**src/rtl/asp_pkg.sv**
```systemverilog
package asp_pkg;

  // Sizes of the item fields
  localparam int unsigned TIME_W  = 16;
  localparam int unsigned ID_W    = 16;
  localparam int unsigned KIND_W  = 2;
  localparam int unsigned SLOT_W  = 5;

  // Defaults handed to the top level
  localparam int unsigned NUM_SLOTS_DEF   = 32;
  localparam int unsigned QUEUE_DEPTH_DEF = 2;
  localparam logic [TIME_W-1:0] OLDEST_RESET = 16'd2560;

  // Stream packing
  localparam int unsigned IN_DATA_W  = 48;  // delta, id, falloff
  localparam int unsigned OUT_DATA_W = 40;  // 38 used bits, padded to bytes

  // APB
  localparam int unsigned APB_ADDR_W = 3;
  localparam int unsigned APB_DATA_W = 32;
  localparam logic REG_OLDEST = 1'b0;  // register index, taken from paddr[2]

  typedef enum logic [KIND_W-1:0] {
    KIND_TICK  = 2'd0,
    KIND_ADD   = 2'd1,
    KIND_QUERY = 2'd2,
    KIND_NONE  = 2'd3
  } asp_kind_e;

  typedef logic [SLOT_W-1:0] asp_slot_t;

  typedef struct packed {
    asp_kind_e         kind;
    logic [TIME_W-1:0] delta_time;
    logic [ID_W-1:0]   entity_id;
    logic [TIME_W-1:0] time_falloff;
  } asp_item_t;

  typedef struct packed {
    logic [TIME_W-1:0] max_falloff;
    asp_slot_t         slot_index;
    logic              added;
    logic [TIME_W-1:0] last_age;
  } asp_result_t;

endpackage

```
**src/rtl/asp_front.sv**
```systemverilog
module asp_front (
  input  logic                            clk_i,
  input  logic                            rst_ni,
  input  logic                            in_valid_i,
  output logic                            in_ready_o,
  input  logic [asp_pkg::KIND_W-1:0]      in_kind_i,
  input  logic [asp_pkg::IN_DATA_W-1:0]   in_data_i,
  output logic                            push_o,
  input  logic                            push_ready_i,
  output asp_pkg::asp_item_t              item_o
);

  logic               vld_q, vld_d;
  asp_pkg::asp_item_t item_q, item_d;
  asp_pkg::asp_kind_e kind;

  // every 2-bit code is a member of the kind enum
  assign kind = asp_pkg::asp_kind_e'(in_kind_i);

  assign in_ready_o = !vld_q || push_ready_i;

  always_comb begin
    vld_d  = vld_q;
    item_d = item_q;
    if (push_ready_i) begin
      vld_d = 1'b0;
    end
    if (in_valid_i && in_ready_o) begin
      vld_d               = 1'b1;
      item_d.kind         = kind;
      item_d.delta_time   = in_data_i[15:0];
      item_d.entity_id    = in_data_i[31:16];
      item_d.time_falloff = in_data_i[47:32];
    end
  end

  always_ff @(posedge clk_i or negedge rst_ni) begin
    if (!rst_ni) begin
      vld_q  <= 1'b0;
      item_q <= '0;
    end else begin
      vld_q  <= vld_d;
      item_q <= item_d;
    end
  end

  assign push_o = vld_q;
  assign item_o = item_q;

endmodule

```
**src/rtl/asp_queue.sv**
```systemverilog
module asp_queue #(
  parameter int unsigned DEPTH = asp_pkg::QUEUE_DEPTH_DEF
) (
  input  logic               clk_i,
  input  logic               rst_ni,
  input  logic               push_i,
  output logic               push_ready_o,
  input  asp_pkg::asp_item_t item_i,
  output logic               pop_valid_o,
  input  logic               pop_i,
  output asp_pkg::asp_item_t item_o
);

  localparam int unsigned PW = (DEPTH > 1) ? $clog2(DEPTH) : 1;
  localparam int unsigned CW = $clog2(DEPTH + 1);

  asp_pkg::asp_item_t ent_q [DEPTH];
  logic [PW-1:0] wr_q, rd_q;
  logic [CW-1:0] cnt_q;
  logic          do_push, do_pop;

  assign push_ready_o = (cnt_q != CW'(DEPTH));
  assign pop_valid_o  = (cnt_q != '0);
  assign do_push      = push_i && push_ready_o;
  assign do_pop       = pop_i && pop_valid_o;
  assign item_o       = ent_q[rd_q];

  always_ff @(posedge clk_i) begin
    if (do_push) begin
      ent_q[wr_q] <= item_i;
    end
  end

  always_ff @(posedge clk_i or negedge rst_ni) begin
    if (!rst_ni) begin
      wr_q  <= '0;
      rd_q  <= '0;
      cnt_q <= '0;
    end else begin
      if (do_push) begin
        wr_q <= (wr_q == PW'(DEPTH - 1)) ? '0 : wr_q + 1'b1;
      end
      if (do_pop) begin
        rd_q <= (rd_q == PW'(DEPTH - 1)) ? '0 : rd_q + 1'b1;
      end
      if (do_push && !do_pop) begin
        cnt_q <= cnt_q + 1'b1;
      end else if (do_pop && !do_push) begin
        cnt_q <= cnt_q - 1'b1;
      end
    end
  end

endmodule

```
**src/rtl/asp_back.sv**
```systemverilog
module asp_back #(
  parameter int unsigned NUM_SLOTS = asp_pkg::NUM_SLOTS_DEF
) (
  input  logic                              clk_i,
  input  logic                              rst_ni,
  input  logic [asp_pkg::TIME_W-1:0]        oldest_i,
  input  logic                              pop_valid_i,
  output logic                              pop_o,
  input  asp_pkg::asp_item_t                item_i,
  output logic                              res_valid_o,
  input  logic                              res_ready_i,
  output asp_pkg::asp_result_t              res_o
);

  localparam int unsigned IW = (NUM_SLOTS > 1) ? $clog2(NUM_SLOTS) : 1;
  localparam int unsigned CW = $clog2(NUM_SLOTS + 1);
  localparam int unsigned TW = asp_pkg::TIME_W;

  typedef enum logic [1:0] {
    ST_IDLE,
    ST_SCAN,
    ST_DONE
  } state_e;

  // Slot store: one write and one registered read a cycle
  logic [TW-1:0]           age_mem [NUM_SLOTS];
  logic [asp_pkg::ID_W-1:0] own_mem [NUM_SLOTS];
  logic [NUM_SLOTS-1:0]    vld_q;
  logic [TW-1:0]           age_rd_q;
  logic [asp_pkg::ID_W-1:0] own_rd_q;
  logic                    rd_vld_q;

  state_e                  state_q;
  asp_pkg::asp_item_t      cur_q;
  logic [CW-1:0]           rd_cnt_q;
  logic                    p_vld_q;
  logic [IW-1:0]           p_idx_q;
  logic                    found_q, have_q;
  logic [IW-1:0]           pick_q;
  logic [TW-1:0]           best_q, res_q, peak_q;
  logic                    out_vld_q;
  asp_pkg::asp_result_t    out_q;

  logic                    scan_rd;
  logic [IW-1:0]           rd_addr;
  logic [TW-1:0]           age_eff;
  logic [asp_pkg::ID_W-1:0] own_eff;
  logic [TW:0]             sum;
  logic [TW-1:0]           tick_age;
  logic                    out_free, add_hit, out_set;
  logic [TW-1:0]           peak_nxt;
  logic                    we;
  logic [IW-1:0]           wa;
  logic [TW-1:0]           wage;
  logic [asp_pkg::ID_W-1:0] wown;

  assign scan_rd  = (state_q == ST_SCAN) && (rd_cnt_q < CW'(NUM_SLOTS));
  assign rd_addr  = rd_cnt_q[IW-1:0];
  assign age_eff  = rd_vld_q ? age_rd_q : asp_pkg::OLDEST_RESET;
  assign own_eff  = rd_vld_q ? own_rd_q : '0;
  assign sum      = {1'b0, age_eff} + {1'b0, cur_q.delta_time};
  assign tick_age = (sum > {1'b0, oldest_i}) ? oldest_i : sum[TW-1:0];
  assign out_free = !out_vld_q || res_ready_i;
  assign out_set  = (state_q == ST_DONE) && out_free;
  assign add_hit  = (cur_q.kind == asp_pkg::KIND_ADD) && have_q;
  assign peak_nxt = (add_hit && (cur_q.time_falloff > peak_q)) ? cur_q.time_falloff : peak_q;
  assign pop_o    = (state_q == ST_IDLE) && pop_valid_i;

  always_comb begin
    we   = 1'b0;
    wa   = p_idx_q;
    wage = tick_age;
    wown = own_eff;
    if ((state_q == ST_SCAN) && p_vld_q && (cur_q.kind == asp_pkg::KIND_TICK)) begin
      we = 1'b1;
    end else if ((state_q == ST_DONE) && out_free && add_hit) begin
      we   = 1'b1;
      wa   = pick_q;
      wage = '0;
      wown = cur_q.entity_id;
    end
  end

  always_ff @(posedge clk_i) begin
    if (we) begin
      age_mem[wa] <= wage;
      own_mem[wa] <= wown;
    end
    age_rd_q <= age_mem[rd_addr];
    own_rd_q <= own_mem[rd_addr];
    rd_vld_q <= vld_q[rd_addr];
  end

  // Valid bits: an unwritten slot reads as free with owner zero
  always_ff @(posedge clk_i or negedge rst_ni) begin
    if (!rst_ni) begin
      vld_q <= '0;
    end else if (we) begin
      vld_q[wa] <= 1'b1;
    end
  end

  always_ff @(posedge clk_i or negedge rst_ni) begin
    if (!rst_ni) begin
      state_q   <= ST_IDLE;
      cur_q     <= '0;
      rd_cnt_q  <= '0;
      p_vld_q   <= 1'b0;
      p_idx_q   <= '0;
      found_q   <= 1'b0;
      have_q    <= 1'b0;
      pick_q    <= '0;
      best_q    <= '0;
      res_q     <= '0;
      peak_q    <= '0;
      out_vld_q <= 1'b0;
      out_q     <= '0;
    end else begin
      // a new result replaces a taken one in the same cycle
      out_vld_q <= out_set || (out_vld_q && !res_ready_i);
      unique case (state_q)
        ST_IDLE: begin
          if (pop_valid_i) begin
            cur_q    <= item_i;
            rd_cnt_q <= '0;
            p_vld_q  <= 1'b0;
            found_q  <= 1'b0;
            have_q   <= 1'b0;
            pick_q   <= '0;
            best_q   <= '0;
            res_q    <= oldest_i;
            state_q  <= ST_SCAN;
          end
        end
        ST_SCAN: begin
          p_vld_q <= scan_rd;
          p_idx_q <= rd_addr;
          if (scan_rd) begin
            rd_cnt_q <= rd_cnt_q + 1'b1;
          end
          if (p_vld_q) begin
            if ((cur_q.kind == asp_pkg::KIND_ADD) && !found_q) begin
              if (age_eff == oldest_i) begin
                found_q <= 1'b1;
                have_q  <= 1'b1;
                pick_q  <= p_idx_q;
              end else if (age_eff > best_q) begin
                have_q  <= 1'b1;
                pick_q  <= p_idx_q;
                best_q  <= age_eff;
              end
            end
            if ((cur_q.kind == asp_pkg::KIND_QUERY) && (own_eff == cur_q.entity_id)
                && (age_eff < res_q)) begin
              res_q <= age_eff;
            end
          end
          if (!scan_rd && !p_vld_q) begin
            state_q <= ST_DONE;
          end
        end
        ST_DONE: begin
          if (out_free) begin
            peak_q            <= peak_nxt;
            out_q.last_age    <= (cur_q.kind == asp_pkg::KIND_QUERY) ? res_q : '0;
            out_q.added       <= add_hit;
            out_q.slot_index  <= add_hit ? asp_pkg::asp_slot_t'(pick_q) : '0;
            out_q.max_falloff <= peak_nxt;
            state_q           <= ST_IDLE;
          end
        end
        default: state_q <= ST_IDLE;
      endcase
    end
  end

  assign res_valid_o = out_vld_q;
  assign res_o       = out_q;

endmodule

```
**src/rtl/aged_slot_pool_replacement_top.sv**
```systemverilog
// Aged slot pool with oldest-entry replacement.
// Items enter on the s_axis channel: tuser carries the kind (tick, add,
// query, or an unused code that only reports the falloff peak) and tdata
// the delta time, the entity id and the falloff time. Every item yields
// exactly one result on m_axis: last age for a query, added flag and slot
// index for an add, and the running falloff peak for all kinds.
// The oldest_time register sits at APB byte address 0; write it only while
// the block is idle. Reads return it in the low 16 bits.
// A front stage registers and decodes each item into a short queue; the
// back engine pops one item at a time and walks the slot store, one slot a
// cycle through its single read port.
// When m_axis stalls the finished result is held in the output register;
// the engine may scan the next item meanwhile and waits only to deliver it,
// and s_axis keeps accepting until queue and front register are full.
// Reset clears all control state at once: every slot reads as free with
// owner zero, the peak is zero and oldest_time returns to 2560.
module aged_slot_pool_replacement_top #(
  parameter int unsigned NUM_SLOTS   = asp_pkg::NUM_SLOTS_DEF,
  parameter int unsigned QUEUE_DEPTH = asp_pkg::QUEUE_DEPTH_DEF
) (
  input  logic                              clk_i,
  input  logic                              rst_ni,
  // stream in
  input  logic                              s_axis_tvalid,
  output logic                              s_axis_tready,
  input  logic [asp_pkg::IN_DATA_W-1:0]     s_axis_tdata,  // delta_time, entity_id, time_falloff
  input  logic [asp_pkg::KIND_W-1:0]        s_axis_tuser,  // kind
  // stream out
  output logic                              m_axis_tvalid,
  input  logic                              m_axis_tready,
  output logic [asp_pkg::OUT_DATA_W-1:0]    m_axis_tdata,  // last_age, added, slot_index, max_falloff
  // APB
  input  logic                              psel,
  input  logic                              penable,
  input  logic                              pwrite,
  input  logic [asp_pkg::APB_ADDR_W-1:0]    paddr,
  input  logic [asp_pkg::APB_DATA_W-1:0]    pwdata,
  output logic [asp_pkg::APB_DATA_W-1:0]    prdata,
  output logic                              pready
);

  logic [asp_pkg::TIME_W-1:0] oldest_q;
  logic                       push, push_ready, pop_valid, pop;
  asp_pkg::asp_item_t         front_item, queue_item;
  asp_pkg::asp_result_t       res;

  // Config register; only register index 0 exists
  assign pready = 1'b1;
  assign prdata = (paddr[2] == asp_pkg::REG_OLDEST)
                  ? {{(asp_pkg::APB_DATA_W - asp_pkg::TIME_W){1'b0}}, oldest_q} : '0;

  always_ff @(posedge clk_i or negedge rst_ni) begin
    if (!rst_ni) begin
      oldest_q <= asp_pkg::OLDEST_RESET;
    end else if (psel && penable && pwrite && pready && (paddr[2] == asp_pkg::REG_OLDEST)) begin
      oldest_q <= pwdata[asp_pkg::TIME_W-1:0];
    end
  end

  asp_front u_front (
    .clk_i        (clk_i),
    .rst_ni       (rst_ni),
    .in_valid_i   (s_axis_tvalid),
    .in_ready_o   (s_axis_tready),
    .in_kind_i    (s_axis_tuser),
    .in_data_i    (s_axis_tdata),
    .push_o       (push),
    .push_ready_i (push_ready),
    .item_o       (front_item)
  );

  asp_queue #(
    .DEPTH (QUEUE_DEPTH)
  ) u_queue (
    .clk_i        (clk_i),
    .rst_ni       (rst_ni),
    .push_i       (push),
    .push_ready_o (push_ready),
    .item_i       (front_item),
    .pop_valid_o  (pop_valid),
    .pop_i        (pop),
    .item_o       (queue_item)
  );

  asp_back #(
    .NUM_SLOTS (NUM_SLOTS)
  ) u_back (
    .clk_i       (clk_i),
    .rst_ni      (rst_ni),
    .oldest_i    (oldest_q),
    .pop_valid_i (pop_valid),
    .pop_o       (pop),
    .item_i      (queue_item),
    .res_valid_o (m_axis_tvalid),
    .res_ready_i (m_axis_tready),
    .res_o       (res)
  );

  assign m_axis_tdata = {2'b00, res};

endmodule

```
**config.mk**
```make
export PLATFORM = sky130hd
export DESIGN_NAME = aged_slot_pool_replacement_top
export DESIGN_NICKNAME = d
export VERILOG_FILES = /design/src/rtl/asp_pkg.sv /design/src/rtl/asp_front.sv /design/src/rtl/asp_queue.sv /design/src/rtl/asp_back.sv /design/src/rtl/aged_slot_pool_replacement_top.sv
export SDC_FILE = /design/constraint.sdc
export NUM_CORES = 2
export LEC_CHECK = 0
export BUFFER_PORTS_ARGS = -buffer_cell sky130_fd_sc_hd__buf_4
export CAP_MARGIN = 20
export CORE_UTILIZATION = 67
export CTS_BUF_LIST = sky130_fd_sc_hd__clkbuf_16
export DETAILED_ROUTE_END_ITERATION = 16
export HOLD_SLACK_MARGIN = 0.1
export PLACE_DENSITY = 0.85
export SYNTH_ARGS = -nofsm -noshare
export SYNTH_HDL_FRONTEND = slang
export SYNTH_SLANG_ARGS = --single-unit
```
**constraint.sdc**
```tcl
create_clock -name clk_i -period 21.1 [get_ports clk_i]
set_input_delay 1.055 -clock clk_i [delete_from_list [all_inputs] [get_ports clk_i]]
set_output_delay 1.055 -clock clk_i [all_outputs]
set_load 0.02 [all_outputs]
```
==> flow_summary.toml <==
[run]
maxCapViolations = 0

[worst_setup_path]
worst-setup-path-type = "reg -> reg"
cp-end-kind = "flop"
path_common_cell = "a21oi_1"
cpLargestDelayFamily = "compound AO/OA/AOI/OAI gates"
crit_path_top_delay_cell = "dfxtp_2"
crit_fanout = 39
required_ns = 21.49
crit_buf_inv = 4
startpoint_type = "flop"
critPathMaxStageDelay_ns = 0.90
arrival_ns = 7.46
crit_start = "u_back.rd_vld_q$_DFF_P_"
rr_startpoint = "u_back.rd_vld_q$_DFF_P_"
crit_chain = "buf_4, nand2_1, inv_1, ha_1, inv_1, fa_1, nor2b_1, a21oi_1, o221ai_2, a41oi_1, a21oi_1, nor2_1, xnor2_1, ha_1, a2111oi_0, o21ai_0, a211o_1, a21oi_1, o21ai_2, buf_4, nor2_1, a21o_1"

[clock_tree]
clock_latency_ns = 0.75
cts.sinks = 1402
cts_root_buf = "clkbuf_16"
cts_setup_buffers = 0
cts_tree = "done"
cts_hold_buf = 0
cts_buffer_depth = 3
clkTransAtPathRegs_ns = 0.06
cts_resized = 0
ctsHtreeMaxLevel = 4
cts_buffers = 137

[timing]
hold_violations = 0
finalCriticalPeriod_ns = 7.072
fin_worst_skew_ns = 0.02325
slew_headroom = 0.1968
tns_ns = 0
worst_slew_pin_slew_ns = 1.194
rsz0062_at_grt = "no"
maxSlewViolCount = 0
finalSetupViolCount = 0
fin_crit_sh = 0.3352
timing.fmax_mhz = 141.4

[drt]
ant_nets = 0
drc = 0
drt_wl_total_um = 152300
dr.first_iter.drc_count = 4297
num_vias = 31656
firstDrtPassIters = 6
viasPerCell = 7.143
wl_per_cell_um = 34.36

[placed_design]
gp_congestion = 0.8896
dp_hpwl_um = 80520
port_buffers = 129

[pwr]
p_sw_frac = 0.3459
intPower_uw = 6683
ir_drop_mv = 0.2119
pwr-share-comb = 0.320
powerDensity_nw_per_um2 = 161.2
total_power_uw = 10220
power.switching_uw = 3533
leakagePower_uw = 0.02025
power_frac_seq = 0.439
p_clk_frac = 0.241

[yosys]
netlist.area_leader.share = 0.5996
syn_area_um2 = 56290
synth_commonest_cells = "edfxtp_1 (1124), mux4_2 (330), dfrtp_1 (243)"
synth.avg_cell_area_um2 = 18.46
yosysTopAreaCell = "edfxtp_1"
synth_seq_area_share = 0.7203
yosys-top-cells-area = "edfxtp_1 (60%), mux4_2 (13%), dfrtp_1 (11%), mux2_2 (2.4%), ha_1 (1.5%)"
async_reset_ff_frac = 0.1748
synth_edf_count = 1124
synthFlopType = "edfxtp_1"
ys_warn_count = 0
ys_ff_latch = 1402
synth_cell_types = 73
synth_cells = 3050
synth.most_common_cell = "edfxtp_1"

[outcome]
status = "finished, final reports clean"

[floorplanning]
fp.dieW_um = 291.9
die_h_um = 291.9
row_count = 105
num_io_pins = 167
die_area_um2 = 85180
start_util = 0.6812
coreArea_um2 = 82640

[global_routing]
grtUsageTotal = 0.3665
grt_pass1_wl_um = 221000
antenna_found_initial = 3
overflow = 0
grt_max_degree = 158
grt_pass1_vias = 32853

[hold_path]
min_path_type = "in -> async"

[finish]
drive_gt1_frac = 0.2840
area_delta_synth_final_pct = 12.56
finalNetCount = 3409
flip-flops by register name, indices dropped and copies added (netlist names), 22 cells and up:
name and cells:
u_back.vld_q 32, u_back.res_o 22, u_back.cur_q 50, u_queue.ent_q 100
u_back.age_mem 512, u_front.item_o 50, u_back.own_mem 512
metrics by stage:
| stage | std cells | utilization | hold slack (ns) | cell area [µm²] | setup WS [ns] |
|---|---|---|---|---|---|
| floorplan | 3067 | - | 0.4337 | 56360 | 14.43 |
| global placement | 4177 | 0.7126 | 0.4443 | 58890 | 14.44 |
| detailed placement | 4177 | 0.7126 | 0.4484 | 58890 | 14.27 |
| CTS | 4428 | 0.7666 | 0.3740 | 63350 | 14.19 |
| global route | 4432 | 0.7668 | 0.4396 | 63360 | 13.64 |
| finish | 4432 | 0.7668 | 0.3428 | 63360 | 14.03 |
final timing paths:
path | end | slack, ns | cells after the start
max | u_back.age_mem[20][7]$_DFFE_PP_ | 14.03 | 22
min | oldest_q[10]$_DFFE_PN0P_ | 0.34 | 1
max reg2reg | u_back.age_mem[20][7]$_DFFE_PP_ | 14.03 | 22
min reg2reg | u_queue.ent_q[1][44]$_DFFE_PP_ | 0.47 | 0
max in group asynchronous | u_back.rd_cnt_q[0]$_DFFE_PN0P_ | 19.30 | 2
min in group clk_i | u_queue.ent_q[1][44]$_DFFE_PP_ | 0.47 | 0
routing by layer:
layer  up-vias  GRT usage  wire length (µm)
met3       583    0.08023             15710
met5         -          0                 0
met4         0     0.1960              8767
li1      12394          -                 -
met2      2578     0.6136             77940
met1     16101     0.4508             49890
kinds of logic (layout without fill, tap and decap cells):
group | Yosys count | after routing | share of synthesized area
xor gates and xnor gates | 42 | 42 | 0.006535
and+or+nand+nor | 480 | 480 | 0.03901
buffers and inverters | 262 | 554 | 0.01938
other | 2 | 22 | 0.0001334
AOI/OAI and AO/OA | 266 | 266 | 0.02941
adders and majority gates | 74 | 74 | 0.01640
muxes | 522 | 522 | 0.1689
DFF | 1402 | 1402 | 0.7203
final cells by class:
cell class | instances | area [µm²]
Clock buffer | 140 | 3503
Antenna cell | 3 | 7.507
Tap cell | 1070 | 1339
Fill cell | 3912 | 19270
Inverter | 95 | 357.8
Clock inverter | 111 | 962.2
Timing Repair Buffer | 208 | 1604
Sequential cell | 1402 | 40570
Multi-Input combinational cell | 1403 | 15020
cell usage in the layout, fill, tap and decap left out, types with 18 or more instances in the layout:
cell type	n
edfxtp_1	1124
mux4_2	330
dfrtp_1	237
buf_4	203
nand2_1	182
clkbuf_16	140
mux2_2	121
inv_1	120
o21ai_0	112
nor2_1	76
mux2i_1	71
ha_1	69
nand3_1	66
a21oi_1	38
or2_2	37
nor2_4	33
dfxtp_1	32
clkinv_1	31
xnor2_1	30
clkinv_2	25
conb_1	19
nand2b_1	18
power groups by stage:
stage	Sequential, µW	Clock, µW	Combinational, µW
floorplan	4340	0	2170
global placement	4480	0	2970
detailed placement	4510	0	3140
CTS	4460	2470	3240
global route	4490	2580	3480
finish	4480	2460	3270
Power figures use the tool's default switching activity.
